<file path="config.mk">
export PLATFORM = sky130hd
export DESIGN_NAME = tvs_queue
export DESIGN_NICKNAME = d
export VERILOG_FILES = /design/src/rtl/core/tvs_pkg.sv /design/src/rtl/core/tvs_queue.sv
export SDC_FILE = /design/constraint.sdc
export NUM_CORES = 1
export LEC_CHECK = 0
export ABC_AREA = 1
export BUFFER_PORTS_ARGS = -buffer_cell sky130_fd_sc_hd__buf_2
export CELL_PAD_IN_SITES_DETAIL_PLACEMENT = 0
export CELL_PAD_IN_SITES_GLOBAL_PLACEMENT = 1
export CORE_MARGIN = 2
export CORE_UTILIZATION = 25
export CTS_CLUSTER_DIAMETER = 50
export DETAILED_ROUTE_END_ITERATION = 16
export PLACE_DENSITY_LB_ADDON = 0.1
export SLEW_MARGIN = 20
export SYNTH_ARGS = -nofsm -noshare
export SYNTH_HDL_FRONTEND = slang
export SYNTH_SLANG_ARGS = --single-unit
</file>
<file path="constraint.sdc">
create_clock -name clk -period 12.39 [get_ports clk]
set_input_delay 1.239 -clock clk [delete_from_list [all_inputs] [get_ports clk]]
set_output_delay 1.239 -clock clk [all_outputs]
set_load 0.1 [all_outputs]
</file>
<file path="src/rtl/core/tvs_pkg.sv">
`timescale 1ns / 1ps
`default_nettype none
// ----------------------------------------------------------------------------
// tvs_pkg: shared types and constants of the trilinear volume sampler
// Holds the fixed field widths, the operation and register codes, and the
// structs that travel between the front end, the command queue and the back end.
// ----------------------------------------------------------------------------
package tvs_pkg;

	// Operation codes carried in the input tuser bit.
	localparam logic OP_WRITE  = 1'b0;
	localparam logic OP_SAMPLE = 1'b1;

	// Configuration register indexes.
	localparam int CFG_IDX_W  = 2;
	localparam int CFG_DATA_W = 16;
	localparam logic [CFG_IDX_W-1:0] REG_VOL_WIDTH  = 2'd0;
	localparam logic [CFG_IDX_W-1:0] REG_VOL_HEIGHT = 2'd1;
	localparam logic [CFG_IDX_W-1:0] REG_VOL_DEPTH  = 2'd2;
	localparam logic [CFG_IDX_W-1:0] REG_Z_SCALE    = 2'd3;

	// Fixed field widths.
	localparam int DIM_W      = 7;
	localparam int ZS_W       = 16;
	localparam int AREA_W     = 2 * DIM_W;
	localparam int CRD_W      = 16;
	localparam int ADDR_IN_W  = 18;
	localparam int VAL_IN_W   = 16;
	localparam int OUT_W      = 24;
	localparam int IN_DATA_W  = 88;
	localparam int ZS_FRAC    = 8;
	localparam int OUT_FRAC   = 8;

	// Upper bounds over the parameter ranges, used to size the command word.
	localparam int MAX_IDX_W  = 24;
	localparam int MAX_FRAC_W = 16;

	localparam int QUEUE_DEPTH = 4;

	localparam logic [DIM_W-1:0] RST_DIM     = 7'd64;
	localparam logic [ZS_W-1:0]  RST_Z_SCALE = 16'd256;

	// Effective volume geometry seen by the datapath.
	typedef struct packed {
		logic [DIM_W-1:0]  w;
		logic [DIM_W-1:0]  h;
		logic [DIM_W-1:0]  d;
		logic [ZS_W-1:0]   zscale;
		logic [AREA_W-1:0] area;
	} cfg_t;

	// One classified command from the front end to the back end.
	typedef struct packed {
		logic                  kind;
		logic                  wr_ok;
		logic                  outside;
		logic                  last;
		logic [MAX_IDX_W-1:0]  idx;
		logic [VAL_IN_W-1:0]   value;
		logic [MAX_FRAC_W-1:0] fx;
		logic [MAX_FRAC_W-1:0] fy;
		logic [MAX_FRAC_W-1:0] fz;
	} cmd_t;

endpackage
`default_nettype wire

</file>
<file path="src/rtl/core/tvs_queue.sv">
`timescale 1ns / 1ps
`default_nettype none
// ----------------------------------------------------------------------------
// tvs_queue: command queue between front end and back end
// A small register FIFO so that either side can stall without the other.
// ----------------------------------------------------------------------------
module tvs_queue
	import tvs_pkg::*;
(
	input  wire logic clk,
	input  wire logic arst_n,
	input  wire logic in_valid,
	output logic      in_ready,
	input  wire cmd_t in_cmd,
	output logic      out_valid,
	input  wire logic out_ready,
	output cmd_t      out_cmd
);

	localparam int PTR_W = $clog2(QUEUE_DEPTH);

	cmd_t             entry_q [QUEUE_DEPTH];
	logic [PTR_W-1:0] wr_ptr_q, rd_ptr_q;
	logic [PTR_W:0]   count_q;
	logic             push, pop;

	assign in_ready  = count_q != (PTR_W + 1)'(QUEUE_DEPTH);
	assign out_valid = count_q != '0;
	assign push      = in_valid && in_ready;
	assign pop       = out_valid && out_ready;
	assign out_cmd   = entry_q[rd_ptr_q];

	always_ff @(posedge clk) begin
		if (push) entry_q[wr_ptr_q] <= in_cmd;
	end

	always_ff @(posedge clk or negedge arst_n) begin
		if (!arst_n) begin
			wr_ptr_q <= '0;
			rd_ptr_q <= '0;
			count_q  <= '0;
		end else begin
			if (push) wr_ptr_q <= wr_ptr_q + 1'b1;
			if (pop) rd_ptr_q <= rd_ptr_q + 1'b1;
			if (push && !pop) count_q <= count_q + 1'b1;
			else if (pop && !push) count_q <= count_q - 1'b1;
		end
	end

endmodule
`default_nettype wire

</file>
==> flow_summary.toml, run 1 <==
[grt]
use_met2 = 0.201
grtUsageTotal = 0.121
grt_max_degree = 189
antenna_found_initial = 5
grt_overflow = 0
grt_util_met3 = 0.0302
grt-busiest-layer = "met2"
grt_pass1_vias = 8712
grt_pass1_wl_mm = 55.0
met1_usage = 0.154

[critical_path]
critical_path_cell_count = 5
worstPathRequired_ns = 11.15
cpLargestDelayFamily = "buffers and inverters"
cp_cell_sequence = "inv_4, buf_4, o211ai_1, nand2_1, buf_2"
cp_max_fo = 50
crit_arrival_ns = 3.43
max_stage_delay_ns = 0.78
path_class = "reg -> out"
end_kind = "output pin"
crit_slowest_cell = "dfrtp_4"
cp-start-kind = "register"
crit_buf_inv = 3
r2r_cells = 6

[cts]
clk_pin_slew_worst_paths_ns = 0.06
worstSkewPairLatency_ns = 0.58
cts-hold-fix-buffers = 0
numCtsBuffers = 52
ctsRootBufferMaster = "clkbuf_16"
htree_levels = 2
cts_buffer_depth = 3
cts_tree = "yes"
cts_resized = 0
numClockSinks = 375
cts_setup_buffers = 0

[yosys]
ys_ff_latch = 375
yosysSeqAreaShare = 0.752
synthTopCellsByCount = "edfxtp_1, nand2_1, inv_1"
yosys_warnings = 0
synth.top_cell.area_share = 0.740
postSynthAreaPerCell_sq_um = 13.2
synth_ff_type = "edfxtp_1"
synthesis.nets = 1234
synth_area_sq_um = 14900
synthCells = 1132
yosysMostFrequentCell = "edfxtp_1"
synth_edf_count = 368
synthDistinctLibCells = 18
async_flop_share = 0.0187
yosysTopAreaCell = "edfxtp_1"
yosys-top-cells-area = "edfxtp_1, o211ai_1, nand2_1, inv_1, buf_2"

[timing]
rsz0062_at_grt = "no"
worst_pin_slew_ns = 0.967
setup_tns_ns = 0
final_hold_viol_count = 0
finalClockSkew_ns = 0.0134
whs_ns = 0.497
setup_viol = 0
period_minus_slack_ns = 4.67
fin_crit_sh = 0.377
slew-limit-headroom = 0.355
slew_violations = 0
fmax_mhz = 214

[cells_and_area]
fin_nets = 1430
fillers = 5999
syn_to_final_growth_pct = 22.7
drive_gt1_frac = 0.211
fin_area_sq_um = 18300

[placed_design]
placement.cell_area_sq_um = 16700
place_congestion = 0.692
numPortBuffers = 189
detailed_place_hpwl_mm = 21.0

[worst_hold_path]
hold_class = "reg -> reg"
min_path_cells = 2

[floorplanning]
coreArea_sq_um = 59000
die-area_sq_um = 61700
fp.dieW_um = 248
io-pin-count = 190
die_h_um = 248
initial_utilization = 0.253
rows = 89

[drt]
wl_mm = 36.9
via_count = 8799
first_iter_violations = 415
wl_per_cell_um = 17.2
ant_nets = 0
drt_drc_violations_left = 0
via_per_inst = 4.11
firstDrtPassIters = 7

[job]
maxCapViolCount = 0

[outcome]
status = "finished, final reports clean"
[worst reg2reg max path, cell delays in order (launching register included)]
cell and delay (ns):
dfrtp_1 0.41, inv_1 0.08, nand3_1 0.16, nand2_1 0.31, nor2_4 0.35, buf_4 0.60
buf_4 0.83
[layer usage]
metal | up-vias | part of all wire
met2 | 164 | 0.49
met1 | 4199 | 0.44
li1 | 4364 | -
met4 | 8 | 0.021
met3 | 64 | 0.055
met5 | - | 0.0013
[placed cells by master, fill, tap and decap left out]
cell type and count:
inv_6 7, fa_1 1, nand2_1 293, inv_4 1, nand3_1 7, clkbuf_1 4, o211ai_1 184, dfrtp_1 6
nor2_4 4, buf_2 189, diode_2 1, o21ai_0 1, buf_16 1, bufinv_16 3, clkinv_4 3, clkinvlp_4 5
dfrtp_4 1, edfxtp_1 368, nand4_1 1, clkinv_2 8, buf_4 12, ha_1 5, clkbuf_16 53, clkinv_1 11
inv_1 198, xnor2_1 1, inv_8 1
[per-stage QoR]
step                std cells  utilization  setup WS, ns
detailed placement       2046        0.282          8.06
CTS                      2140        0.310          7.44
finish                   2142        0.310          7.72
floorplan                1132            -          6.35
global placement         2046        0.282          8.04
global route             2141        0.310          7.43
[path summary, 6_finish.rpt]
check | from | to | slack, ns
min | count_q[2] | count_q[2] | 0.50
max in group asynchronous | arst_n | rd_ptr_q[1] | 11.68
max | rd_ptr_q[1] | out_cmd[70] | 7.72
min reg2reg | count_q[2] | count_q[2] | 0.50
min in group asynchronous | arst_n | count_q[0] | 0.51
max reg2reg | count_q[0] | entry_q[2][2] | 9.26
[flip-flops by register name (all words and copies together), names as in the netlist]
register and cells:
entry_q 368, count_q 3, rd_ptr_q 2, wr_ptr_q 2
[kinds of logic after synthesis]
family | share of synthesized area
flip-flops | 0.752
adder cells (fa/ha/maj) | 0.00553
XOR/XNOR | 0.000587
buffers and inverters | 0.0718
AND/OR/NAND/NOR | 0.0774
AO/OA/AOI/OAI | 0.0928
[layout make-up]
cell class | count | area [sq um] | area share
tap | 773 | 967 | 0.0528
clock inverter | 37 | 297 | 0.0162
sequential | 375 | 11200 | 0.613
inverter | 200 | 761 | 0.0415
antenna | 1 | 2.50 | 0.000137
clock buffer | 57 | 1340 | 0.0732
timing repair buffer | 202 | 1060 | 0.0580
multi-input combinational | 497 | 2660 | 0.145
Power of run 1 is not shown: default switching activity piles up to over one toggle a cycle in this logic, so the estimate is an artifact.
==> run 2: changes to the inputs <==
--- a/config.mk
+++ b/config.mk
@@ -5,7 +5,7 @@
 export SDC_FILE = /design/constraint.sdc
 export NUM_CORES = 1
 export LEC_CHECK = 0
-export ABC_AREA = 1
+export ABC_AREA = 0
 export BUFFER_PORTS_ARGS = -buffer_cell sky130_fd_sc_hd__buf_2
 export CELL_PAD_IN_SITES_DETAIL_PLACEMENT = 0
 export CELL_PAD_IN_SITES_GLOBAL_PLACEMENT = 1
==> constraint.sdc (replaced) <==
create_clock -name clk -period 4.7 [get_ports clk]
set_input_delay 0.47 -clock clk [delete_from_list [all_inputs] [get_ports clk]]
set_output_delay 0.47 -clock clk [all_outputs]
set_load 0.1 [all_outputs]
==> flow_summary.toml, run 2 <==
[yosys]
synthDistinctLibCells = 20
synthesis.nets = 618
yosysTopAreaCell = "edfxtp_1"
yosysMostFrequentCell = "edfxtp_1"
ys_ff_latch = 375
synth.top_cell.area_share = 0.804
yosys-top-cells-area = "edfxtp_1, mux4_2, dfrtp_1, buf_12, ha_1"
synthCells = 516
postSynthAreaPerCell_sq_um = 26.6
synth_area_sq_um = 13800
synth_ff_type = "edfxtp_1"
synth_edf_count = 368
yosysSeqAreaShare = 0.816
async_flop_share = 0.0187
yosys_warnings = 0
synthTopCellsByCount = "edfxtp_1, mux4_2, buf_2"

[drt]
wl_mm = 31.1
drt_drc_violations_left = 0
first_iter_violations = 341
ant_nets = 0
firstDrtPassIters = 4
via_per_inst = 4.23
wl_per_cell_um = 21.0
via_count = 6275

[critical_path]
cp_max_fo = 58
crit_arrival_ns = 2.77
crit_buf_inv = 2
rr_startpoint = "count_q[1]"
cp_cell_sequence = "buf_12, mux4_2, buf_2"
worstPathRequired_ns = 4.23
cpLargestDelayFamily = "flip-flops"
r2r_cells = 4
cp-start-kind = "register"
path_class = "reg -> out"
r2r_end = "entry_q[1][7]"
r2r_slack_ns = 2.14
max_stage_delay_ns = 1.09
crit_slowest_cell = "dfrtp_4"
end_kind = "output pin"

[worst_hold_path]
min_path_cells = 1
min_from = "in_cmd[12]"
hold_path_end = "entry_q[2][12]"
hold_class = "in -> reg"

[cts]
htree_levels = 2
cts_resized = 0
clk_pin_slew_worst_paths_ns = 0.06
numCtsBuffers = 49
cts_setup_buffers = 0
cts_tree = "yes"
cts-hold-fix-buffers = 1
numClockSinks = 375
cts_buffer_depth = 3
worstSkewPairLatency_ns = 0.58
ctsRootBufferMaster = "clkbuf_16"

[cells_and_area]
reg.largest.list = "entry_q (368), count_q (3)"
top_register = "entry_q"
largest_reg_flops = 368
syn_to_final_growth_pct = 24.8
utilization = 0.317
final_cell_mix = "edfxtp_1, buf_2, mux4_2"
fin_nets = 847
final_common_cell = "edfxtp_1"
drive_gt1_frac = 0.482

[placed_design]
numPortBuffers = 189
detailed_place_hpwl_mm = 17.8
dpl_worst_slack_ns = 1.98
place_congestion = 0.664

[timing]
final_hold_viol_count = 0
finalClockSkew_ns = 0.0205
fin_ws_ns = 1.46
slew-limit-headroom = 0.324
setup_tns_ns = 0
worst_pin_slew_ns = 1.01
fmax_mhz = 309
rsz0062_at_grt = "no"
setup_viol = 0
fin_crit_sh = 0.689
slew_violations = 0
period_minus_slack_ns = 3.24

[grt]
grtUsageTotal = 0.112
grt_max_degree = 59
antenna_found_initial = 7
grt_pass1_wl_mm = 46.8
grt_overflow = 0
grt_pass1_vias = 7316

[floorplanning]
die_h_um = 239
fp.dieW_um = 239
io-pin-count = 190
initial_utilization = 0.254
die-area_sq_um = 56900
coreArea_sq_um = 54100
rows = 85

[job]
maxCapViolCount = 0

[outcome]
status = "finished, final reports clean"
-- run 2: cell types whose count changed in the layout (fill, tap and decap cells not counted), moves of 3 or more --
cell       before  now
xnor2_1         1    4
o211ai_1      184    0
and2_4          0    4
inv_6           7    4
buf_12          0    5
buf_4          12    4
nand3_1         7    1
nor2_4          4    0
inv_1         198    3
mux4_2          0   92
nand2_1       293    2
clkbuf_16      53   50
-- run 2: kinds of logic (layout without fill, tap and decap cells) --
| family | count (synthesis) | after routing | share of synthesized area |
|---|---|---|---|
| flops | 375 | 375 | 0.816 |
| mux | 94 | 94 | 0.152 |
| buf+inv | 24 | 293 | 0.0169 |
| compound gates | 1 | 1 | 0.000819 |
| fa+ha+maj | 6 | 6 | 0.00601 |
| xor+xnor | 6 | 6 | 0.00382 |
| simple gates | 10 | 10 | 0.00373 |
| other cells | 0 | 2 | 0 |
-- run 2: final cells by class --
class | count | area (sq um)
multi-input combinational | 117 | 2300
clock inverter | 39 | 388
antenna | 2 | 5.00
fill | 5165 | 37000
tap | 696 | 871
clock buffer | 52 | 1260
timing repair buffer | 199 | 1090
inverter | 3 | 11.3
sequential | 375 | 11200
-- run 2: worst register-to-register path: stages, from the launching register on --
cell and delay [ns]:
dfrtp_1 0.42, nor2_1 0.10, a21boi_2 0.32, and2_4 0.83
buf_4 0.52
-- run 2: layer usage --
metal,vias up,routed length [um],track usage
li1,2706,-,-
met1,3351,12800,0.133
met2,140,15200,0.186
met3,68,2150,0.0432
met4,10,821,0.0364
met5,-,61,0
-- run 2: through the flow --
step                hold WS (ns)  area (sq um)  cells
finish                     0.101         17200   1483
global route              0.0628         17200   1481
CTS                       0.0441         17200   1481
detailed placement         0.324         15500   1389
global placement           0.321         15500   1389
floorplan                  0.174         13800    516
-- run 2: how the worst max path moves through the flow --
stage | cells past startpoint | startpoint | slack, ns | to
detailed placement | 3 | rd_ptr_q[1] | 1.98 | out_cmd[66]
floorplan | 3 | count_q[0] | 1.33 | entry_q[0][0]
global placement | 3 | rd_ptr_q[1] | 2.00 | out_cmd[66]
CTS | 3 | rd_ptr_q[1] | 1.33 | out_cmd[66]
finish | 3 | rd_ptr_q[1] | 1.46 | out_cmd[66]
global route | 3 | rd_ptr_q[1] | 1.31 | out_cmd[55]
Power of run 2 is left out for the same reason.
