File: src/rtl/core/tvs_pkg.sv
`timescale 1ns / 1ps
`default_nettype none
// ----------------------------------------------------------------------------
// tvs_pkg: shared types and constants of the trilinear volume sampler
// Holds the fixed field widths, the operation and register codes, and the
// structs that travel between the front end, the command queue and the back end.
// ----------------------------------------------------------------------------
package tvs_pkg;

	// Operation codes carried in the input tuser bit.
	localparam logic OP_WRITE  = 1'b0;
	localparam logic OP_SAMPLE = 1'b1;

	// Configuration register indexes.
	localparam int CFG_IDX_W  = 2;
	localparam int CFG_DATA_W = 16;
	localparam logic [CFG_IDX_W-1:0] REG_VOL_WIDTH  = 2'd0;
	localparam logic [CFG_IDX_W-1:0] REG_VOL_HEIGHT = 2'd1;
	localparam logic [CFG_IDX_W-1:0] REG_VOL_DEPTH  = 2'd2;
	localparam logic [CFG_IDX_W-1:0] REG_Z_SCALE    = 2'd3;

	// Fixed field widths.
	localparam int DIM_W      = 7;
	localparam int ZS_W       = 16;
	localparam int AREA_W     = 2 * DIM_W;
	localparam int CRD_W      = 16;
	localparam int ADDR_IN_W  = 18;
	localparam int VAL_IN_W   = 16;
	localparam int OUT_W      = 24;
	localparam int IN_DATA_W  = 88;
	localparam int ZS_FRAC    = 8;
	localparam int OUT_FRAC   = 8;

	// Upper bounds over the parameter ranges, used to size the command word.
	localparam int MAX_IDX_W  = 24;
	localparam int MAX_FRAC_W = 16;

	localparam int QUEUE_DEPTH = 4;

	localparam logic [DIM_W-1:0] RST_DIM     = 7'd64;
	localparam logic [ZS_W-1:0]  RST_Z_SCALE = 16'd256;

	// Effective volume geometry seen by the datapath.
	typedef struct packed {
		logic [DIM_W-1:0]  w;
		logic [DIM_W-1:0]  h;
		logic [DIM_W-1:0]  d;
		logic [ZS_W-1:0]   zscale;
		logic [AREA_W-1:0] area;
	} cfg_t;

	// One classified command from the front end to the back end.
	typedef struct packed {
		logic                  kind;
		logic                  wr_ok;
		logic                  outside;
		logic                  last;
		logic [MAX_IDX_W-1:0]  idx;
		logic [VAL_IN_W-1:0]   value;
		logic [MAX_FRAC_W-1:0] fx;
		logic [MAX_FRAC_W-1:0] fy;
		logic [MAX_FRAC_W-1:0] fz;
	} cmd_t;

endpackage
`default_nettype wire

File: src/rtl/core/tvs_front.sv
`timescale 1ns / 1ps
`default_nettype none
// ----------------------------------------------------------------------------
// tvs_front: input classification pipeline
// Three stages scale z, test the point against the volume, split coordinates
// into cell index and fraction, and form the base voxel index of the cell.
// ----------------------------------------------------------------------------
module tvs_front
	import tvs_pkg::*;
#(
	parameter int MAX_DIM         = 64,
	parameter int COORD_FRAC_BITS = 8
) (
	input  wire logic                 clk,
	input  wire logic                 arst_n,
	input  wire cfg_t                 cfg,
	input  wire logic                 in_valid,
	output logic                      in_ready,
	input  wire logic                 in_kind,
	input  wire logic [ADDR_IN_W-1:0] in_addr,
	input  wire logic [VAL_IN_W-1:0]  in_value,
	input  wire logic [CRD_W-1:0]     in_x,
	input  wire logic [CRD_W-1:0]     in_y,
	input  wire logic [CRD_W-1:0]     in_z,
	input  wire logic                 in_last,
	output logic                      cmd_valid,
	input  wire logic                 cmd_ready,
	output cmd_t                      cmd
);

	localparam int F          = COORD_FRAC_BITS;
	localparam int unsigned STORE_SIZE = MAX_DIM * MAX_DIM * MAX_DIM;
	localparam int LIM_W      = (F + DIM_W > CRD_W - 1) ? F + DIM_W : CRD_W - 1;
	localparam int P_W        = 2 * CRD_W + 1;
	localparam int ZL_W       = P_W - 1;
	localparam int ZF_W       = P_W - 1 - ZS_FRAC;
	localparam int ZA_W       = DIM_W + AREA_W;

	logic en1, en2, en3;

	// Stage 1: raw item.
	logic                 v_s1;
	logic                 kind_s1, last_s1;
	logic [ADDR_IN_W-1:0] addr_s1;
	logic [VAL_IN_W-1:0]  value_s1;
	logic [CRD_W-1:0]     x_s1, y_s1, z_s1;

	// Stage 2: z product, x/y tests, y row offset.
	logic                 v_s2;
	logic                 kind_s2, last_s2, xyout_s2;
	logic [ADDR_IN_W-1:0] addr_s2;
	logic [VAL_IN_W-1:0]  value_s2;
	logic signed [P_W-1:0] zprod_s2;
	logic [AREA_W-1:0]    yw_s2;
	logic [DIM_W-1:0]     xi_s2;
	logic [F-1:0]         fx_s2, fy_s2;

	// Stage 3: plane offset, full range test.
	logic                 v_s3;
	logic                 kind_s3, last_s3, out_s3;
	logic [ADDR_IN_W-1:0] addr_s3;
	logic [VAL_IN_W-1:0]  value_s3;
	logic [ZA_W-1:0]      za_s3;
	logic [AREA_W-1:0]    yw_s3;
	logic [DIM_W-1:0]     xi_s3;
	logic [F-1:0]         fx_s3, fy_s3, fz_s3;

	assign en3      = !v_s3 || cmd_ready;
	assign en2      = !v_s2 || en3;
	assign en1      = !v_s1 || en2;
	assign in_ready = en1;

	always_ff @(posedge clk or negedge arst_n) begin
		if (!arst_n) begin
			v_s1 <= 1'b0;
			v_s2 <= 1'b0;
			v_s3 <= 1'b0;
		end else begin
			if (en1) v_s1 <= in_valid;
			if (en2) v_s2 <= v_s1;
			if (en3) v_s3 <= v_s2;
		end
	end

	// ---- stage 1 ----
	always_ff @(posedge clk) begin
		if (en1) begin
			kind_s1  <= in_kind;
			last_s1  <= in_last;
			addr_s1  <= in_addr;
			value_s1 <= in_value;
			x_s1     <= in_x;
			y_s1     <= in_y;
			z_s1     <= in_z;
		end
	end

	logic signed [CRD_W-1:0] zs1;
	logic signed [ZS_W:0]    zsc;
	logic signed [P_W-1:0]   zprod;
	logic [DIM_W-1:0]        wm1, hm1;
	logic [LIM_W-1:0]        xlim, ylim;
	logic                    x_out, y_out;
	logic [31:0]             xe, ye;
	logic [DIM_W-1:0]        xi, yi;

	assign zs1   = $signed(z_s1);
	assign zsc   = $signed({1'b0, cfg.zscale});
	assign zprod = zs1 * zsc;

	assign wm1  = cfg.w - 7'd1;
	assign hm1  = cfg.h - 7'd1;
	assign xlim = LIM_W'(wm1) << F;
	assign ylim = LIM_W'(hm1) << F;

	// A zero dimension puts every point outside.
	assign x_out = (cfg.w == '0) || x_s1[CRD_W-1] || (LIM_W'(x_s1[CRD_W-2:0]) > xlim);
	assign y_out = (cfg.h == '0) || y_s1[CRD_W-1] || (LIM_W'(y_s1[CRD_W-2:0]) > ylim);

	assign xe = 32'(x_s1);
	assign ye = 32'(y_s1);
	assign xi = xe[F +: DIM_W];
	assign yi = ye[F +: DIM_W];

	always_ff @(posedge clk) begin
		if (en2) begin
			kind_s2  <= kind_s1;
			last_s2  <= last_s1;
			addr_s2  <= addr_s1;
			value_s2 <= value_s1;
			xyout_s2 <= x_out || y_out;
			zprod_s2 <= zprod;
			yw_s2    <= yi * cfg.w;
			xi_s2    <= xi;
			fx_s2    <= x_s1[F-1:0];
			fy_s2    <= y_s1[F-1:0];
		end
	end

	// ---- stage 2 ----
	logic [DIM_W-1:0] dm1;
	logic [ZL_W-1:0]  zlim;
	logic             z_out;
	logic [ZF_W-1:0]  zf;
	logic [31:0]      zfe;
	logic [DIM_W-1:0] zi;

	assign dm1   = cfg.d - 7'd1;
	assign zlim  = ZL_W'(dm1) << (F + ZS_FRAC);
	// Negative and overflowing products both land outside.
	assign z_out = (cfg.d == '0) || zprod_s2[P_W-1] || (zprod_s2[P_W-2:0] > zlim);
	assign zf    = zprod_s2[P_W-2:ZS_FRAC];
	assign zfe   = 32'(zf);
	assign zi    = zfe[F +: DIM_W];

	always_ff @(posedge clk) begin
		if (en3) begin
			kind_s3  <= kind_s2;
			last_s3  <= last_s2;
			addr_s3  <= addr_s2;
			value_s3 <= value_s2;
			out_s3   <= xyout_s2 || z_out;
			za_s3    <= zi * cfg.area;
			yw_s3    <= yw_s2;
			xi_s3    <= xi_s2;
			fx_s3    <= fx_s2;
			fy_s3    <= fy_s2;
			fz_s3    <= zf[F-1:0];
		end
	end

	// ---- stage 3: base index of the cell, or the write address ----
	logic [MAX_IDX_W-1:0] base;
	logic [31:0]          addr_ext;

	assign base     = MAX_IDX_W'(za_s3) + MAX_IDX_W'(yw_s3) + MAX_IDX_W'(xi_s3);
	assign addr_ext = 32'(addr_s3);

	assign cmd_valid   = v_s3;
	assign cmd.kind    = kind_s3;
	assign cmd.wr_ok   = addr_ext < STORE_SIZE;
	assign cmd.outside = out_s3;
	assign cmd.last    = last_s3;
	assign cmd.idx     = (kind_s3 == OP_SAMPLE) ? base : MAX_IDX_W'(addr_s3);
	assign cmd.value   = value_s3;
	assign cmd.fx      = MAX_FRAC_W'(fx_s3);
	assign cmd.fy      = MAX_FRAC_W'(fy_s3);
	assign cmd.fz      = MAX_FRAC_W'(fz_s3);

endmodule
`default_nettype wire

File: config.mk
export PLATFORM = sky130hd
export DESIGN_NAME = tvs_front
export DESIGN_NICKNAME = d
export VERILOG_FILES = /design/src/rtl/core/tvs_pkg.sv /design/src/rtl/core/tvs_front.sv
export SDC_FILE = /design/constraint.sdc
export NUM_CORES = 1
export LEC_CHECK = 0
export ABC_AREA = 1
export BUFFER_PORTS_ARGS = -buffer_cell sky130_fd_sc_hd__buf_2
export CORE_ASPECT_RATIO = 0.6
export CORE_UTILIZATION = 36
export CTS_CLUSTER_DIAMETER = 50
export DETAILED_ROUTE_END_ITERATION = 12
export HOLD_SLACK_MARGIN = 0.1
export SLEW_MARGIN = 25
export SYNTH_ARGS = -nofsm -noshare
export SYNTH_HDL_FRONTEND = slang
export SYNTH_SLANG_ARGS = --single-unit
File: constraint.sdc
create_clock -name clk -period 17.2 [get_ports clk]
set_input_delay 2.58 -clock clk [delete_from_list [all_inputs] [get_ports clk]]
set_output_delay 2.58 -clock clk [all_outputs]
set_load 0.02 [all_outputs]
==> results of run 1 <==
-- layout make-up --
cell class / instances / area, um2
repair buffers: 208 / 1049
clock buffers: 43 / 968.4
clock inverters: 22 / 237.7
flip-flops and latches: 297 / 8904
multi-input cells: 1787 / 14340
diodes: 1 / 2.502
inverters: 676 / 2540
fillers: 7190 / 42630
well taps: 975 / 1220
-- worst max-delay path, stage by stage --
cell and delay, ps:
buf_2 340, nand2_1 140, fa_1 530, inv_1 50
fa_1 500, inv_1 60, fa_1 530, inv_1 50
fa_1 450, fa_1 520, fa_1 420, ha_1 390
nand2_1 170, o21bai_1 370, inv_1 110, nand3_1 240
nand2_1 180, nand3_1 110, nand2_1 60
-- final timing paths --
kind	slack, ps	to	depth (start not counted)
max	9730	zprod_s2[31]	19
min	410	yw_s3[11]	0
max reg2reg	11130	zprod_s2[31]	18
min reg2reg	410	yw_s3[11]	0
max in group asynchronous	15270	v_s1	1
min in group asynchronous	1820	v_s2	1
-- per-layer routing --
metal,GRT usage,part of all wire,vias to the layer above
li1,-,-,8951
met1,0.2819,0.53,8874
met2,0.2328,0.38,482
met3,0.04535,0.077,73
met4,0.03373,0.014,8
met5,0,0.00078,-
-- flip-flops by register name (all words and copies together) (netlist names), 16 cells and up --
register  cells
zprod_s2     33
za_s3        21
addr_s1      18
addr_s2      18
addr_s3      18
value_s1     16
value_s2     16
value_s3     16
x_s1         16
y_s1         16
z_s1         16
-- metrics by stage --
stage	area (um2)	worst slack [ps]	utilization
2_1_floorplan	26280	7555	-
3_3_place_gp	28050	9288	0.3902
3_5_place_dp	28050	9254	0.3902
4_1_cts	29260	9878	0.4070
5_1_grt	29260	9450	0.4070
6_report	29260	9729	0.4070
-- layout by cell type, fill, tap and decap left out, types with 4 or more instances in the layout --
cell / synthesis / layout
nand4_1: 17 / 17
nand3_2: 4 / 4
buf_2: 4 / 205
nand3_1: 85 / 85
clkinv_8: 0 / 4
nand2_2: 7 / 7
ha_1: 241 / 241
a21o_1: 5 / 5
inv_1: 675 / 674
xnor2_1: 20 / 20
clkbuf_1: 70 / 4
nand3b_1: 4 / 4
nor2_1: 115 / 115
inv_6: 0 / 4
edfxtp_1: 294 / 294
nor3_1: 16 / 16
clkbuf_16: 0 / 37
xor2_1: 40 / 40
nand2_1: 768 / 766
o21bai_1: 10 / 10
o211ai_1: 4 / 4
or2_2: 7 / 7
a21oi_1: 67 / 67
nor2_2: 7 / 7
nor4_1: 12 / 12
fa_1: 285 / 285
o21ai_0: 25 / 25
conb_1: 2 / 27
-- cell families after synthesis --
family,share of synthesized area
fa+ha+maj,0.3331
xor+xnor,0.02007
buf+inv,0.1165
simple gates,0.1650
flops,0.3401
other cells,0.0002868
compound gates,0.02504
==> results.md, run 1 <==
* Status: finished, final reports clean
* Top cells by count, synth: nand2_1 (768), inv_1 (675), edfxtp_1 (294)
* CTS tree: yes
* Final setup fails at 0
* PortBufs at 205
* Crit Path Max Fanout at 16
* Arr. time, crit path at between 7000 and 8000 ps
* RePlAce Congestion at 0.8721
* Setup CP Type: in -> reg
* Final Cycle Share at 0.4344
* Clock Path Buffers at 3
* Instance count of the mapped netlist at about 2800
* Routed Antenna Nets at 0
* GR Util All Layers at 0.1759
* Die W at 350.2 um
* Worst setup EP type: flop
* Clock Skews at ~29 ps
* Area grow syn2layout at 11.75%
* Worst Setup SP: cfg[20]
* Number of synthesized register bits at ~300
* Core box area at approximately 0.072 mm2
* Max H-tree Level at 2
* Synth Flop Type: edfxtp_1
* Pin count of the biggest net entering global routing at 65
* Grt ovf at 0
* Critical Path RT at between 15000 and 20000 ps
* Max-slew headroom at 0.4142
* # IOs at 233
* Die ar. at about 0.074 mm2
* Non-Filler Instances at around 4000
* Cell Rows at 76
* Drt total wl at 62.51 mm
* Nets at ~3700
* Syn Area/Cell at a little over 9 um2
* Area share of the largest cell type after synthesis at 0.3372
* RSZ-0062 raised after global routing: false
* Final Max Tran Viols at 0
* Hold_buf cts at 0
* Clock slew at reported path FFs at roughly 60 ps
* Register area share after synthesis at 0.3401
* Total negative slack at 0 ps
* Synthesized area at about 0.026 mm2
* Worst-margin pin slew at slightly below 900 ps
* Async SR Flop Fraction at 0.01010
* Clk sinks at a little under 300
* First-pass GRT wire length at just over 100 mm
* Starting density of the core at 0.3642
* Worst hold margin at ~400 ps
* Die height at between 200 and 250 um
* Most frequent cell after synthesis: nand2_1
* Final Hold Vio Count at 0
* Synth unique cells at 44
* CTS Buf Count at 37
* Reg-to-reg startpoint: z_s1[8]
* Hold Crit Start: yw_s2[11]
* CTS root buffer: clkbuf_16
* Hold crit path type: reg -> reg
* Post-Place Cells at between 3000 and 4000
* Max-cap violations at 0
* Synth warn at 0
* Synth area leader: edfxtp_1
* # Post-CTS Setup Buffers at 0
* Routed wire per std cell at between 15 and 20 um
* DR vias/cell at roughly 4.6
* Peak Freq at 0.1339 GHz
* Share of layout cells above drive strength 1 at 0.1002
* Iteration-0 DRC Markers at ~1400
* Critical Path Start Type: input port
* Top post-synthesis cells by area: edfxtp_1 (34%), fa_1 (22%), ha_1 (12%)
* First-pass DRT Iterations at 5
* Initial antenna violation count at 8
* DP HPWL at between 50 and 60 mm
* PostCTS Resize Cnt at 0
* Min Tclk post-route at roughly 7500 ps
* Via count at 18390
* Vias in the first global route at 18400
* Post-synth EDFFs at just under 300
* Residual DRC at 0
* Clk_lat worst skew at approximately 570 ps
Power of run 1 is left out: the tool's default activity adds up to more than one toggle a clock period on the data nets, which glitch-free logic cannot reach.
==> run 2: changes to the inputs <==
--- a/config.mk
+++ b/config.mk
@@ -5,7 +5,7 @@
 export SDC_FILE = /design/constraint.sdc
 export NUM_CORES = 1
 export LEC_CHECK = 0
-export ABC_AREA = 1
+export ABC_AREA = 0
 export BUFFER_PORTS_ARGS = -buffer_cell sky130_fd_sc_hd__buf_2
 export CORE_ASPECT_RATIO = 0.6
 export CORE_UTILIZATION = 36
==> constraint.sdc (replaced) <==
create_clock -name clk -period 6.4 [get_ports clk]
set_input_delay 0.96 -clock clk [delete_from_list [all_inputs] [get_ports clk]]
set_output_delay 0.96 -clock clk [all_outputs]
set_load 0.02 [all_outputs]
==> run 2 against run 1 <==
  * Highest routed layer unchanged
  * Area after synthesis fell by 6.2%
  * Synthesized cell count fell by 24%
  * Routed wire length fell by 6.4%
  * Flip-flop and latch count did not move
  * Non-clock buffer count rose by 112
  * Cell count fell by 15%
  * Setup slack got worse by 9600 ps
  * Utilization rose by 2.3 points
  * Clock skew fell by 18 ps
  * Register-to-register slack got worse by 11000 ps
==> results.md, run 2 <==
* Nets at 3136 (was 3672)
* DP HPWL at 48.01 mm (was 50.79 mm)
* Arr. time, crit path at 6720 ps (was 7800 ps)
* RePlAce Congestion at 0.8722 (was 0.8721)
* Status: finished, final reports clean (unchanged)
* Largest regs: zprod_s2 x33, za_s3 x21 (unchanged)
* Post-synth EDFFs at 294 (unchanged)
* Routed wire per std cell at 17.20 um (was 15.59 um)
* Mux cell area share after synthesis at 0.005351 (was 0)
* Hold_buf cts at 0 (unchanged)
* Clock slew at reported path FFs at 60 ps (about the same)
* CTS Buf Count at 37 (unchanged)
* Syn Area/Cell at 11.31 um2 (was 9.219 um2)
* Clock Skews at 10.71 ps (was 28.87 ps)
* Iteration-0 DRC Markers at 1082 (was 1366)
* # IOs at 233 (unchanged)
* Top cells by count, synth: inv_1 (362), edfxtp_1 (294), fa_1 (285) (was nand2_1 (768), inv_1 (675), edfxtp_1 (294))
* Instance count of the mapped netlist at 2170 (was 2840)
* Worst-margin pin slew at 965.7 ps (was 878.7 ps)
* First-pass GRT wire length at 92.47 mm (was 101.2 mm)
* Crit Path Max Fanout at 7 (was 16)
* Area share of the largest cell type after synthesis at 0.3596 (was 0.3372)
* Grt ovf at 0 (unchanged)
* First-pass DRT Iterations at 6 (was 5)
* Critical Path Start Type: input port (unchanged)
* CTS tree: yes (unchanged)
* Final Cycle Share at 0.9862
* Min Tclk post-route at ~6300 ps
* Final setup fails at 0 (unchanged)
* Critical Path, Cell by Cell: buf_2, buf_4, buf_4, nand2_1, fa_1, inv_1, fa_1, fa_1, fa_1, fa_1, inv_1, fa_1, inv_1, ha_4, buf_4, nand2_1, or3_1, nand4_1, a31oi_1, buf_4, o31ai_1, nand2b_1, o211a_1 (was buf_2, nand2_1, fa_1, inv_1, fa_1, inv_1, fa_1, inv_1, fa_1, fa_1, fa_1, ha_1, nand2_1, o21bai_1, inv_1, nand3_1, nand2_1, nand3_1, nand2_1)
* Synth warn at 0 (unchanged)
* Via count at 16380 (was 18390)
* Area grow syn2layout at 17.02% (was 11.75%)
* XOR/XNOR Fraction of Synth Area at 0.02925 (was 0.02007)
* Util after Layout at 0.4297 (was 0.4070)
* Largest family of logic cells by synthesized area: adder cells (unchanged)
* Pin count of the biggest net entering global routing at 68 (was 65)
* Post-synthesis adder-cell area fraction at 0.3552 (was 0.3331)
* Routed Antenna Nets at 0 (unchanged)
* Top library cells by usage in the layout, fill and taps aside: inv_1 (362), edfxtp_1 (294), fa_1 (283), nand2_1 (257), ha_1 (236) (was nand2_1 (766), inv_1 (674), edfxtp_1 (294), fa_1 (285), ha_1 (241))
* Worst setup EP type: flop (unchanged)
* CP max-delay cell: fa_1 (unchanged)
* Die W at 339.1 um (was 350.2 um)
* Setup CP Type: in -> reg (unchanged)
* Synth Flop Type: edfxtp_1 (unchanged)
* Synth area leader: edfxtp_1 (unchanged)
* Hold crit path type: in -> async (was reg -> reg)
* GR Util All Layers at 0.1705 (was 0.1759)
* Clk sinks at 297 (unchanged)
* Clk_lat worst skew at 540 ps (was 570 ps)
* Share of layout cells above drive strength 1 at 0.1677 (was 0.1002)
* Register area share after synthesis at 0.3626 (was 0.3401)
* Worst Path Buf+Inv at 8 (was 5)
* Most frequent cell after synthesis: inv_1 (was nand2_1)
* Cell Rows at 73 (was 76)
* Synth unique cells at 65 (was 44)
* Synthesized area at 0.02455 mm2 (was 0.02618 mm2)
* Vias in the first global route at 16640 (was 18400)
* Most used cell, CP: fa_1 (unchanged)
* CP top delay family: adder cells (unchanged)
* Initial antenna violation count at 12 (was 8)
* Compound-Gate Fraction of Synth Area at 0.05157 (was 0.02504)
* Final Max Tran Viols at 0 (unchanged)
* Top post-synthesis cells by area: edfxtp_1 (36%), fa_1 (23%), ha_1 (12%) (was edfxtp_1 (34%), fa_1 (22%), ha_1 (12%))
* RSZ-0062 raised after global routing: true (was false)
* Top reg by flops: zprod_s2 (unchanged)
* Die ar. at 0.06928 mm2 (was 0.07385 mm2)
* CTS root buffer: clkbuf_16 (unchanged)
* Largest stage delay on the critical path at 570 ps (was 530 ps)
* Final Hold Vio Count at 0 (unchanged)
* PortBufs at 205 (unchanged)
* Number of synthesized register bits at 297 (unchanged)
* Simple-gate portion of the synthesized area at 0.1231 (was 0.1650)
* Async SR Flop Fraction at 0.01010 (unchanged)
* Clock Path Buffers at 3 (unchanged)
* Max-slew headroom at 0.3562 (was 0.4142)
* Max H-tree Level at 2 (unchanged)
* Drt total wl at 58.49 mm (was 62.51 mm)
* Die height at 204.3 um (was 210.9 um)
* Starting density of the core at 0.3672 (was 0.3642)
* Number of flip-flops in the largest register at 33 (unchanged)
* Core box area at 0.06686 mm2 (was 0.07189 mm2)
* Residual DRC at 0 (unchanged)
* Commonest non-fill, non-tap cell in the layout: inv_1 (was nand2_1)
* Max-cap violations at 0 (unchanged)
* DR vias/cell at 4.819 (was 4.587)
* Peak Freq at ~0.16 GHz
* Critical Path RT at 6810 ps (was 17530 ps)
## run 2: cell types whose count changed in the layout (fill, tap and decap cells not counted), moves of 13 or more
| cell | change |
|---|---|
| buf_4 | +98 |
| xnor2_1 | +34 |
| nand2_1 | -509 |
| a21o_1 | +18 |
| nor2_1 | -55 |
| inv_1 | -312 |
| o21a_1 | +13 |
| nand2b_1 | +18 |
| nand3_1 | -74 |
| and2_1 | +171 |
## run 2: worst paths after layout
check | slack, ps | cells past startpoint | endpoint | from
min in group clk | 410 | 0 | value_s3[2] | value_s2[2]
setup reg to reg | 120 | 21 | zprod_s2[31] | z_s1[4]
max in group asynchronous | 6090 | 1 | v_s1 | arst_n
hold / removal | 210 | 1 | cmd_valid | arst_n
hold reg to reg | 410 | 0 | value_s3[2] | value_s2[2]
setup / recovery | 90 | 23 | zprod_s2[30] | cfg[20]
## run 2: cell families (layout without fill, tap and decap cells)
kind of cell	count (synthesis)	in the layout
AOI/OAI and AO/OA	194	194
xor gates and xnor gates	82	82
adders and majority gates	526	526
buffers and inverters	445	748
DFF	297	297
muxes	12	12
other	2	29
and+or+nand+nor	612	612
## run 2: layout make-up
class | instances | area, um2
Fill cell | 6360 | 38130
Timing Repair Buffer | 320 | 2002
Clock inverter | 24 | 282.8
Inverter | 362 | 1359
Clock buffer | 42 | 965.9
Sequential cell | 297 | 8904
Tap cell | 900 | 1126
Antenna cell | 2 | 5.005
Multi-Input combinational cell | 1453 | 14090
## run 2: repair_timing
item / 4_1_cts / 5_1_grt
gates resized for setup: 0 / 30
pin swaps: 0 / 25
buffers inserted: 2 / 16
endpoints found under the setup margin: 3 / 8
## run 2: per-layer routing
metal / up-vias / global-route usage / wire length (um)
li1: 7651 / - / -
met1: 8165 / 0.2715 / 29800
met2: 482 / 0.2249 / 22730
met3: 69 / 0.04874 / 5063
met4: 16 / 0.02957 / 798
met5: - / 0 / 93
## run 2: stage by stage
step	area (um2)	TNS [ps]	hold slack [ps]	worst slack, ps	instances
detailed placement	27140	-3523	404.5	-470.5	3313
floorplan	24650	0	400.3	1.545	2195
global route	28730	-53.78	183.7	-33.46	3398
finish	28730	0	206.1	88.38	3400
CTS	28400	0	169.2	15.90	3381
global placement	27140	-2937	400.5	-424.6	3313
Power of run 2 is left out for the same reason.
